===== config.mk =====
export PLATFORM = sky130hd
export DESIGN_NAME = proxy_pdu_reassembler_top
export DESIGN_NICKNAME = d
export VERILOG_FILES = /design/src/hdl/prxr_pkg.sv /design/src/hdl/prxr_buf.sv /design/src/hdl/proxy_pdu_reassembler_top.sv
export VERILOG_INCLUDE_DIRS = /design/src /design/src/hdl
export SDC_FILE = /design/constraint.sdc
export NUM_CORES = 1
export LEC_CHECK = 0
export BUFFER_PORTS_ARGS = -buffer_cell sky130_fd_sc_hd__buf_2
export CAP_MARGIN = 15
export CELL_PAD_IN_SITES_DETAIL_PLACEMENT = 0
export CELL_PAD_IN_SITES_GLOBAL_PLACEMENT = 1
export CORE_MARGIN = 4
export CORE_UTILIZATION = 55
export CTS_CLUSTER_SIZE = 10
export DETAILED_ROUTE_END_ITERATION = 10
export GPL_ROUTABILITY_DRIVEN = 0
export PLACE_DENSITY_LB_ADDON = 0.25
export SLEW_MARGIN = 20
export SYNTH_ARGS = -nofsm -noshare
export SYNTH_HDL_FRONTEND = slang
export SYNTH_HIERARCHICAL = 1
export SYNTH_SLANG_ARGS = --single-unit

===== constraint.sdc =====
create_clock -name clk -period 9.9 [get_ports clk]
set_input_delay 2.97 -clock clk [delete_from_list [all_inputs] [get_ports clk]]
set_output_delay 2.97 -clock clk [all_outputs]
set_load 0.02 [all_outputs]

===== src/hdl/assert_macros.svh =====
// assertion macros used by the reassembler rtl
`ifndef ASSERT_MACROS_SVH
`define ASSERT_MACROS_SVH

// property must hold at every clock edge out of reset
`define ASSERT_ALWAYS(label, prop, msg) \
  label: assert property (@(posedge clk) disable iff (!rst_n) (prop)) else $error(msg);

// consequent must hold in the same cycle as the antecedent
`define ASSERT_IMPLIES(label, ante, cons, msg) \
  label: assert property (@(posedge clk) disable iff (!rst_n) (ante) |-> (cons)) else $error(msg);

`endif


===== src/hdl/prxr_pkg.sv =====
// package: constants, codes and types of the proxy pdu reassembler
package prxr_pkg;

  localparam int BUF_BYTES = 64;
  localparam int ADDR_W    = $clog2(BUF_BYTES);
  localparam int CNT_W     = $clog2(BUF_BYTES + 1);
  localparam int PLEN_W    = 7;
  localparam int CMP_W     = ((CNT_W > PLEN_W) ? CNT_W : PLEN_W) + 1;

  localparam int CFG_IDX_W  = 1;
  localparam int CFG_DATA_W = 1;
  localparam logic [CFG_IDX_W-1:0] REG_NETWORK_EN = 1'd0;
  localparam logic [CFG_IDX_W-1:0] REG_BEACON_EN  = 1'd1;

  localparam logic [1:0] SAR_COMPLETE = 2'd0;
  localparam logic [1:0] SAR_FIRST    = 2'd1;
  localparam logic [1:0] SAR_CONTINUE = 2'd2;
  localparam logic [1:0] SAR_LAST     = 2'd3;

  localparam logic [5:0] TYPE_NETWORK = 6'd0;
  localparam logic [5:0] TYPE_BEACON  = 6'd1;

  localparam logic ACT_SEGMENT = 1'b0;
  localparam logic ACT_READ    = 1'b1;

  localparam logic [2:0] ST_OK       = 3'd0;
  localparam logic [2:0] ST_READY    = 3'd1;
  localparam logic [2:0] ST_REJECT   = 3'd2;
  localparam logic [2:0] ST_OVERFLOW = 3'd3;
  localparam logic [2:0] ST_READ     = 3'd4;

  typedef struct packed {
    logic              wr_en;
    logic [ADDR_W-1:0] wr_addr;
    logic [7:0]        wr_data;
    logic              rd_en;
    logic [ADDR_W-1:0] rd_addr;
  } buf_ctl_t;

endpackage


===== src/hdl/prxr_buf.sv =====
// message byte buffer: one write port, one registered read port
module prxr_buf
  import prxr_pkg::*;
(
  input  logic     clk,
  input  buf_ctl_t ctl,
  output logic [7:0] rd_data
);

  logic [7:0] mem [BUF_BYTES];
  logic [7:0] rd_data_r;

  always_ff @(posedge clk) begin
    if (ctl.wr_en) begin
      mem[ctl.wr_addr] <= ctl.wr_data;
    end
    if (ctl.rd_en) begin
      rd_data_r <= mem[ctl.rd_addr];
    end
  end

  assign rd_data = rd_data_r;

endmodule


===== src/hdl/proxy_pdu_reassembler_top.sv =====
// result: a result is registered and presented in the cycle after its input transaction is accepted
// throughput: one transaction per cycle; in_stall rises only while a result is held
//   by out_stall, so the output register sets the pace
// reset: synchronous active-low rst_n clears enables, segment state, counters and
//   output valid; the message buffer is not cleared and holds garbage until written
module proxy_pdu_reassembler_top
  import prxr_pkg::*;
(
  input  logic                  clk,
  input  logic                  rst_n,
  input  logic                  cfg_wr_en,
  input  logic [CFG_IDX_W-1:0]  cfg_index,
  input  logic [CFG_DATA_W-1:0] cfg_wdata,
  input  logic                  in_valid,
  output logic                  in_stall,
  input  logic                  in_action,
  input  logic [7:0]            in_data_byte,
  input  logic                  in_starts_segment,
  input  logic [PLEN_W-1:0]     in_segment_payload_len,
  input  logic                  in_ends_segment,
  input  logic [5:0]            in_read_index,
  output logic                  out_valid,
  input  logic                  out_stall,
  output logic [2:0]            out_status,
  output logic                  out_message_type,
  output logic [6:0]            out_message_length,
  output logic [7:0]            out_read_data
);

`include "assert_macros.svh"

  logic             net_en_r;
  logic             bcn_en_r;
  logic [CNT_W-1:0] fill_r,   fill_nxt;
  logic [1:0]       sar_r,    sar_nxt;
  logic             styp_r,   styp_nxt;
  logic             sacc_r,   sacc_nxt;
  logic [CNT_W-1:0] wptr_r,   wptr_nxt;
  logic [CNT_W-1:0] dlen_r,   dlen_nxt;
  logic             dtyp_r,   dtyp_nxt;
  logic             out_valid_r;
  logic [2:0]       status_r, status_nxt;
  logic             rd_ok_r,  rd_ok_nxt;

  logic             accept;
  buf_ctl_t         bctl;
  logic [7:0]       buf_q;

  logic [1:0]       hdr_sar;
  logic [5:0]       hdr_type;
  logic             type_ok;
  logic [CNT_W-1:0] base;
  logic [CMP_W-1:0] room;
  logic [CMP_W-1:0] plen_ext;
  logic [CMP_W-1:0] end_ext;

  assign accept   = in_valid && !in_stall;
  assign in_stall = out_valid_r && out_stall;

  assign hdr_sar  = in_data_byte[7:6];
  assign hdr_type = in_data_byte[5:0];
  assign type_ok  = ((hdr_type == TYPE_NETWORK) && net_en_r) ||
                    ((hdr_type == TYPE_BEACON) && bcn_en_r);
  assign base     = ((hdr_sar == SAR_FIRST) || (hdr_sar == SAR_COMPLETE)) ? '0 : fill_r;
  assign room     = CMP_W'(BUF_BYTES) - CMP_W'(base);
  assign plen_ext = CMP_W'(in_segment_payload_len);
  assign end_ext  = CMP_W'(base) + plen_ext;

  always_comb begin
    fill_nxt   = fill_r;
    sar_nxt    = sar_r;
    styp_nxt   = styp_r;
    sacc_nxt   = sacc_r;
    wptr_nxt   = wptr_r;
    dlen_nxt   = dlen_r;
    dtyp_nxt   = dtyp_r;
    status_nxt = ST_OK;
    rd_ok_nxt  = 1'b0;
    bctl.wr_en   = 1'b0;
    bctl.wr_addr = fill_r[ADDR_W-1:0];
    bctl.wr_data = in_data_byte;
    bctl.rd_en   = accept && (in_action == ACT_READ);
    bctl.rd_addr = ADDR_W'(in_read_index);

    if (in_action == ACT_READ) begin
      status_nxt = ST_READ;
      rd_ok_nxt  = (CMP_W'(in_read_index) < CMP_W'(dlen_r)) &&
                   (CMP_W'(in_read_index) < CMP_W'(BUF_BYTES));
    end else begin
      if (in_starts_segment) begin
        sacc_nxt = 1'b0;
        if (!type_ok) begin
          status_nxt = ST_REJECT;
        end else if (plen_ext > room) begin
          status_nxt = ST_OVERFLOW;
        end else begin
          sacc_nxt = 1'b1;
          sar_nxt  = hdr_sar;
          styp_nxt = hdr_type[0];
          fill_nxt = base;
          wptr_nxt = CNT_W'(end_ext);
        end
      end else if (sacc_r && (fill_r < wptr_r) && (fill_r < CNT_W'(BUF_BYTES))) begin
        bctl.wr_en = accept;
        fill_nxt   = fill_r + CNT_W'(1);
      end
      if (in_ends_segment && sacc_nxt) begin
        sacc_nxt = 1'b0;
        if ((sar_nxt == SAR_LAST) || (sar_nxt == SAR_COMPLETE)) begin
          dlen_nxt   = fill_nxt;
          dtyp_nxt   = styp_nxt;
          fill_nxt   = '0;
          status_nxt = ST_READY;
        end
      end
    end
  end

  always_ff @(posedge clk) begin
    if (!rst_n) begin
      net_en_r <= 1'b0;
      bcn_en_r <= 1'b0;
    end else if (cfg_wr_en) begin
      case (cfg_index)
        REG_NETWORK_EN: net_en_r <= cfg_wdata[0];
        REG_BEACON_EN:  bcn_en_r <= cfg_wdata[0];
        default: ;
      endcase
    end
  end

  always_ff @(posedge clk) begin
    if (!rst_n) begin
      fill_r      <= '0;
      sar_r       <= SAR_COMPLETE;
      styp_r      <= 1'b0;
      sacc_r      <= 1'b0;
      wptr_r      <= '0;
      dlen_r      <= '0;
      dtyp_r      <= 1'b0;
      out_valid_r <= 1'b0;
    end else begin
      if (accept) begin
        fill_r <= fill_nxt;
        sar_r  <= sar_nxt;
        styp_r <= styp_nxt;
        sacc_r <= sacc_nxt;
        wptr_r <= wptr_nxt;
        dlen_r <= dlen_nxt;
        dtyp_r <= dtyp_nxt;
      end
      if (accept) begin
        out_valid_r <= 1'b1;
      end else if (!out_stall) begin
        out_valid_r <= 1'b0;
      end
    end
  end

  always_ff @(posedge clk) begin
    if (accept) begin
      status_r <= status_nxt;
      rd_ok_r  <= rd_ok_nxt;
    end
  end

  prxr_buf u_buf (
    .clk     (clk),
    .ctl     (bctl),
    .rd_data (buf_q)
  );

  assign out_valid          = out_valid_r;
  assign out_status         = status_r;
  assign out_message_type   = dtyp_r;
  assign out_message_length = 7'(dlen_r);
  assign out_read_data      = rd_ok_r ? buf_q : 8'd0;

  `ASSERT_ALWAYS(a_fill_in_range, fill_r <= CNT_W'(BUF_BYTES), "fill count past buffer size")
  `ASSERT_IMPLIES(a_fill_below_end, sacc_r, fill_r <= wptr_r, "fill count past segment end")
  `ASSERT_IMPLIES(a_ready_closes, out_valid_r && (status_r == ST_READY), !sacc_r && (fill_r == '0), "segment left open after delivery")
  `ASSERT_IMPLIES(a_read_in_len, out_valid_r && rd_ok_r, (status_r == ST_READ) && (dlen_r != '0), "read data enabled outside a read")

endmodule


==> results of run 1 <==
==> metal layers <==
metal,vias to the layer above,GRT usage [%]
li1,5177,-
met1,6168,35.2
met2,459,35.4
met3,75,4.37
met4,0,6.00
met5,-,0
==> synth_stat cells (all sizes together), types with 4 or more instances <==
cell | number | area [um^2]
a2111oi | 4 | 53.8
a211oi | 12 | 100
a21o | 6 | 46.3
a21oi | 16 | 83.8
a221oi | 7 | 67.6
a31o | 4 | 35.0
and2 | 13 | 81.3
and3 | 5 | 31.3
buf | 42 | 327
clkbuf | 22 | 83.8
dfxtp | 29 | 581
edfxtp | 524 | 15700
ha | 26 | 325
inv | 24 | 90.1
mux2 | 13 | 146
mux2i | 27 | 270
mux4 | 126 | 2840
nand2 | 40 | 150
nand2b | 13 | 88.8
nand3 | 26 | 130
nand4 | 4 | 25.0
nor2 | 102 | 383
nor2b | 18 | 113
nor3 | 19 | 100
nor4 | 6 | 43.8
o2111ai | 6 | 52.6
o21ai | 21 | 109
o221a | 4 | 45.0
o221ai | 8 | 70.1
o22ai | 8 | 50.1
o31ai | 8 | 60.1
or3 | 5 | 36.3
xnor2 | 7 | 61.3
==> flip-flops by register name, summed over array words and instances, names as in the netlist, 2 cells and up <==
| register | cells |
|---|---|
| u_buf/mem | 512 |
| wptr_r | 7 |
| out_message_length | 7 |
| sar_r | 2 |
| u_buf/rd_data | 8 |
| out_status | 3 |
| fill_r | 7 |
==> power by group through the flow <==
stage / registers, mW / logic (mW) / clock network [mW]
global placement: 2.61 / 0.225 / 0
CTS: 2.56 / 0.228 / 2.01
detailed placement: 2.61 / 0.228 / 0
global route: 2.56 / 0.243 / 2.12
floorplan: 2.61 / 0.136 / 0
finish: 2.57 / 0.226 / 1.98
==> worst reg2reg max path, delay by kind of cell (launching register included) <==
kind	cells	cell delay [ns]
simple gates	4	2.15
flops	1	0.84
compound gates	3	0.76
fa+ha+maj	1	0.39
==> cell type report <==
cell class                      count  area share (%)
Antenna cell                        2          0.0198
Clock buffer                       89            6.55
Clock inverter                      4           0.179
Inverter                           24           0.357
Multi-Input combinational cell    601            23.8
Sequential cell                   553            64.7
Tap cell                          532            2.64
Timing Repair Buffer               73            1.72
==> stage by stage <==
stage | std cells | area [um^2] | setup slack [ns]
floorplan | 1242 | 22800 | 3.73
global placement | 1783 | 23500 | 3.02
detailed placement | 1783 | 23500 | 2.88
CTS | 1876 | 25200 | 3.53
global route | 1876 | 25200 | 3.37
finish | 1878 | 25200 | 3.55
==> worst paths after layout <==
check / slack (ns) / startpoint / cells past startpoint / endpoint
worst max register to register: 5.37 / fill_r[2]$_SDFFE_PN0P_ / 8 / u_buf/mem[30][0]$_DFFE_PP_
worst min register to register: 0.46 / styp_r$_SDFFE_PN0P_ / 2 / styp_r$_SDFFE_PN0P_
worst min-delay path: 0.46 / styp_r$_SDFFE_PN0P_ / 2 / styp_r$_SDFFE_PN0P_
worst max-delay path: 3.55 / out_stall / 3 / in_stall
==> kinds of logic (layout without fill, tap and decap cells) <==
| family | after synthesis | count (layout) | share of synthesized area (%) |
|---|---|---|---|
| AOI/OAI and AO/OA | 137 | 137 | 4.62 |
| muxes | 166 | 166 | 14.3 |
| buffers and inverters | 88 | 190 | 2.19 |
| other | 0 | 2 | 0 |
| adders and majority gates | 27 | 27 | 1.51 |
| and+or+nand+nor | 262 | 262 | 5.56 |
| DFF | 553 | 553 | 71.5 |
| xor gates and xnor gates | 9 | 9 | 0.345 |
==> impl_metrics.tcl, run 1 <==
set metrics [dict create \
    status "finished, final reports clean" \
    top_layer "met4" \
    yosys_warnings 6 \
    drt_iter0_drc 1380 \
    report.final.slew_viol_count 0 \
    die_area_um2 44800 \
    start_kind "input pin" \
    clk_latency_ns 0.62 \
    p_int_mw 3.78 \
    cts.sinks 553 \
    syn_area_per_cell_um2 18.4 \
    end_kind "output port" \
    final_cell_mix "edfxtp_1, mux4_2, nor2_1" \
    die_w_um 212 \
    irDropWorstVdd_mv 0.134 \
    port_buffers 51 \
    area_growth_pct 10.5 \
    avgViaCountPerCell 6.33 \
    grt_pass1_wl_mm 76.6 \
    tightest_slew_ns 1.09 \
    start_util_pct 55.8 \
    hold_viol 0 \
    routedWlPerCell_um 27.1 \
    clock_path_buffers 3 \
    antenna_found_initial 1 \
    timing.hold.ws_ns 0.458 \
    total_power_mw 4.77 \
    final-setup-viol-count 0 \
    cts_tree "done" \
    finalCriticalPeriod_ns 6.35 \
    power_frac_seq_pct 53.8 \
    p_leak_nw 8.13 \
    regArea_um2 16300 \
    seq_area_frac_synth_pct 71.5 \
    fmax_ghz 0.157 \
    die_h_um 212 \
    async_flop_share_pct 0 \
    io_pins 52 \
    layout.nets 1372 \
    grt_usage_pct 23.1 \
    worst-path-max-fanout 2 \
    rsz0062_at_grt "no" \
    cts_hold_repair.buffers 0 \
    setup_tns_ns 0 \
    core_area_um2 40900 \
    dr.pass1.iters 5 \
    ys_types 75 \
    antenna_left 0 \
    grt_max_degree 81 \
    path_clk_slew_ns 0.05 \
    critPathSlowestCell "buf_2" \
    wl_met1_mm 21.9 \
    syn_nets 1300 \
    ctsResizeCount 0 \
    worstPathRequired_ns 6.93 \
    wl_met3_mm 3.85 \
    fill_cells 2941 \
    cpPeakStageDelay_ns 0.16 \
    wl_mm 51.0 \
    final_common_cell "edfxtp_1" \
    worstPathCellList "buf_2 > and2_1 > buf_2" \
    slew_headroom_pct 25.3 \
    syn_inst 1242 \
    synth_top_flop_cell "edfxtp_1" \
    drc 0 \
    path_common_cell "buf_2" \
    max_cap_viol_count 0 \
    dr_total_vias 11879 \
    multi_input_comb_area_um2 6010 \
    combPwrFrac_pct 4.7 \
    fin_util_pct 61.6 \
    cts_inserted_buffers 61 \
    grt_pass1_vias 11872 \
    crit_type "input pin to output port" \
    critPathTopFamily "buffers and inverters" \
    power_density_nw_per_um2 189 \
    hold_class "flop to flop" \
    cp.arrival_ns 3.38 \
    cts_root_buf "clkbuf_16" \
    syn-cell-area_um2 22800 \
    timing.critical_path.buf_inv 2 \
    rows 74 \
    hpwlAfterDp_mm 30.5 \
    post-route-period-util_pct 64.2 \
    dr_wl_met2_mm 24.1 \
    cts_setup_buffers 0 \
    synth_edf_count 524 \
    power_switching_mw 0.984 \
    clock_skew_ns 0.0193 \
    drive_above_1_share_pct 22.4 \
    switching_share_pct 20.6 \
    ys_ff_latch 553 \
    cts_max_level 2 \
    gr-total-overflow 0 \
    power_frac_clock_pct 41.5 \
]
(Power assumes the default switching activity.)
==> run 2: changes to the inputs <==
--- a/config.mk
+++ b/config.mk
@@ -11,7 +11,7 @@
 export CELL_PAD_IN_SITES_DETAIL_PLACEMENT = 0
 export CELL_PAD_IN_SITES_GLOBAL_PLACEMENT = 1
 export CORE_MARGIN = 4
-export CORE_UTILIZATION = 55
+export CORE_UTILIZATION = 49
 export CTS_CLUSTER_SIZE = 10
 export DETAILED_ROUTE_END_ITERATION = 10
 export GPL_ROUTABILITY_DRIVEN = 0
==> constraint.sdc (replaced) <==
create_clock -name clk -period 5.1 [get_ports clk]
set_input_delay 1.53 -clock clk [delete_from_list [all_inputs] [get_ports clk]]
set_output_delay 1.53 -clock clk [all_outputs]
set_load 0.02 [all_outputs]
==> impl_metrics.tcl, run 2 (synthesis results as in run 1) <==
set metrics [dict create \
    status "finished, final reports clean" \
    routedWlPerCell_um 26.9 \
    report.final.slew_viol_count 0 \
    clock_path_buffers 3 \
    busiest_layer "met2" \
    cp.arrival_ns 4.68 \
    worst-path-max-fanout 27 \
    fill_cells 3468 \
    critPathTopFamily "compound AO/OA/AOI/OAI gates" \
    design_area_um2 26000 \
    power_density_nw_per_um2 366 \
    area_growth_pct 13.9 \
    worstPathCellList "buf_2 > buf_4 > and2_1 > nor3_1 > nand2b_1 > a32oi_1 > ha_1 > and3_1 > o2111ai_1 > a211oi_2 > nor3_1 > a2111oi_0 > a21o_1" \
    drc 0 \
    n_antenna_cell 0 \
    ctsResizeCount 0 \
    core_area_um2 45700 \
    grt_usage_pct 21.9 \
    cts_max_level 3 \
    setup_tns_ns 0 \
    die_area_um2 50100 \
    cts_root_buf "clkbuf_16" \
    dpl_cell_area_um2 24200 \
    dr_total_vias 12181 \
    cts_tree "done" \
    clock_skew_ns 0.0301 \
    antenna_found_initial 5 \
    cts_setup_buffers 0 \
    finalCriticalPeriod_ns 4.17 \
    wl_mm 54.0 \
    crit_path_start "in_data_byte[7]" \
    cpPeakStageDelay_ns 0.64 \
    rows 78 \
    end_kind "flop" \
    final_common_cell "edfxtp_1" \
    path_common_cell "nor3_1" \
    die_h_um 224 \
    hold_class "flop to flop" \
    p_leak_nw 8.59 \
    gr-usage-met2_pct 33.8 \
    clk_latency_ns 0.58 \
    regMostFlops "u_buf/mem" \
    port_buffers 51 \
    final-setup-viol-count 0 \
    rr_startpoint "fill_r[3]$_SDFFE_PN0P_" \
    drt_iter0_drc 1320 \
    slew_headroom_pct 39.7 \
    critPathSlowestCell "a211oi_2" \
    timing.critical_path.buf_inv 2 \
    rsz0062_at_grt "no" \
    largest_reg_flops 512 \
    start_util_pct 50.0 \
    grt_pass1_vias 12315 \
    antenna_left 0 \
    dr.pass1.iters 5 \
    path_clk_slew_ns 0.05 \
    hpwlAfterDp_mm 34.3 \
    post-route-period-util_pct 81.8 \
    avgViaCountPerCell 6.05 \
    io_pins 52 \
    cts_hold_repair.buffers 0 \
    min_from "bcn_en_r$_SDFFE_PN0P_" \
    drive_above_1_share_pct 27.2 \
    use_met3_pct 5.05 \
    cts_inserted_buffers 66 \
    worstPathRequired_ns 5.61 \
    gr-total-overflow 0 \
    cts.sinks 553 \
    die_w_um 224 \
    crit_type "input pin to flop" \
    grt_max_degree 67 \
    hold_viol 0 \
    final_cell_mix "edfxtp_1, mux4_2, nor2_1" \
    grt_pass1_wl_mm 81.0 \
    gr-usage-met1_pct 32.4 \
    irDropWorstVdd_mv 0.221 \
    fmax_ghz 0.240 \
    layout.nets 1451 \
    max_cap_viol_count 0 \
    start_kind "input pin" \
    tightest_slew_ns 0.904 \
]
run 2: metrics by stage:
stage	utilization (%)	total power [mW]	hold slack, ns	std cells	setup WS (ns)
floorplan	-	5.34	0.434	1242	0.680
global placement	52.9	5.53	0.449	1925	0.494
detailed placement	52.9	5.54	0.454	1925	0.427
CTS	56.9	9.59	0.462	2012	0.998
global route	56.9	9.83	0.485	2012	0.673
finish	56.9	9.51	0.467	2012	0.929
run 2: layout make-up:
type / count / area, um^2 / share of cell area, %
clock inverter: 6 / 38.8 / 0.149
multi-input combinational: 601 / 6010 / 23.1
timing repair buffer: 147 / 1010 / 3.90
clock buffer: 81 / 1770 / 6.82
inverter: 24 / 90.1 / 0.347
sequential: 553 / 16300 / 62.8
tap: 600 / 751 / 2.89
run 2: path summary, 6_finish.rpt:
check | slack [ns] | endpoint | depth (start not counted)
worst max-delay path | 0.93 | fill_r[1]$_SDFFE_PN0P_ | 13
worst min-delay path | 0.47 | bcn_en_r$_SDFFE_PN0P_ | 2
worst max register to register | 1.20 | u_buf/mem[56][0]$_DFFE_PP_ | 8
worst min register to register | 0.47 | bcn_en_r$_SDFFE_PN0P_ | 2
run 2: where the power goes:
| part | total [mW] | switching [mW] | internal (mW) |
|---|---|---|---|
| registers | 4.98 | 0.00370 | 4.98 |
| logic | 0.464 | 0.292 | 0.172 |
| clock network | 4.07 | 1.66 | 2.41 |
| total | 9.52 | 1.95 | 7.56 |
run 2: per-layer routing:
metal	vias up	share of wire [%]
met5	-	0.024
met4	2	2.0
met3	82	7.7
met2	440	47
met1	6326	43
li1	5331	-
run 2: worst register-to-register path, stage by stage, from the launching register on:
cell,delay (ns)
dfxtp_1,0.87
ha_1,0.37
o2111ai_1,0.34
o21ai_2,0.23
nor2_1,0.49
nor2b_1,0.31
nand2_1,0.09
buf_4,0.19
nor2_1,0.63
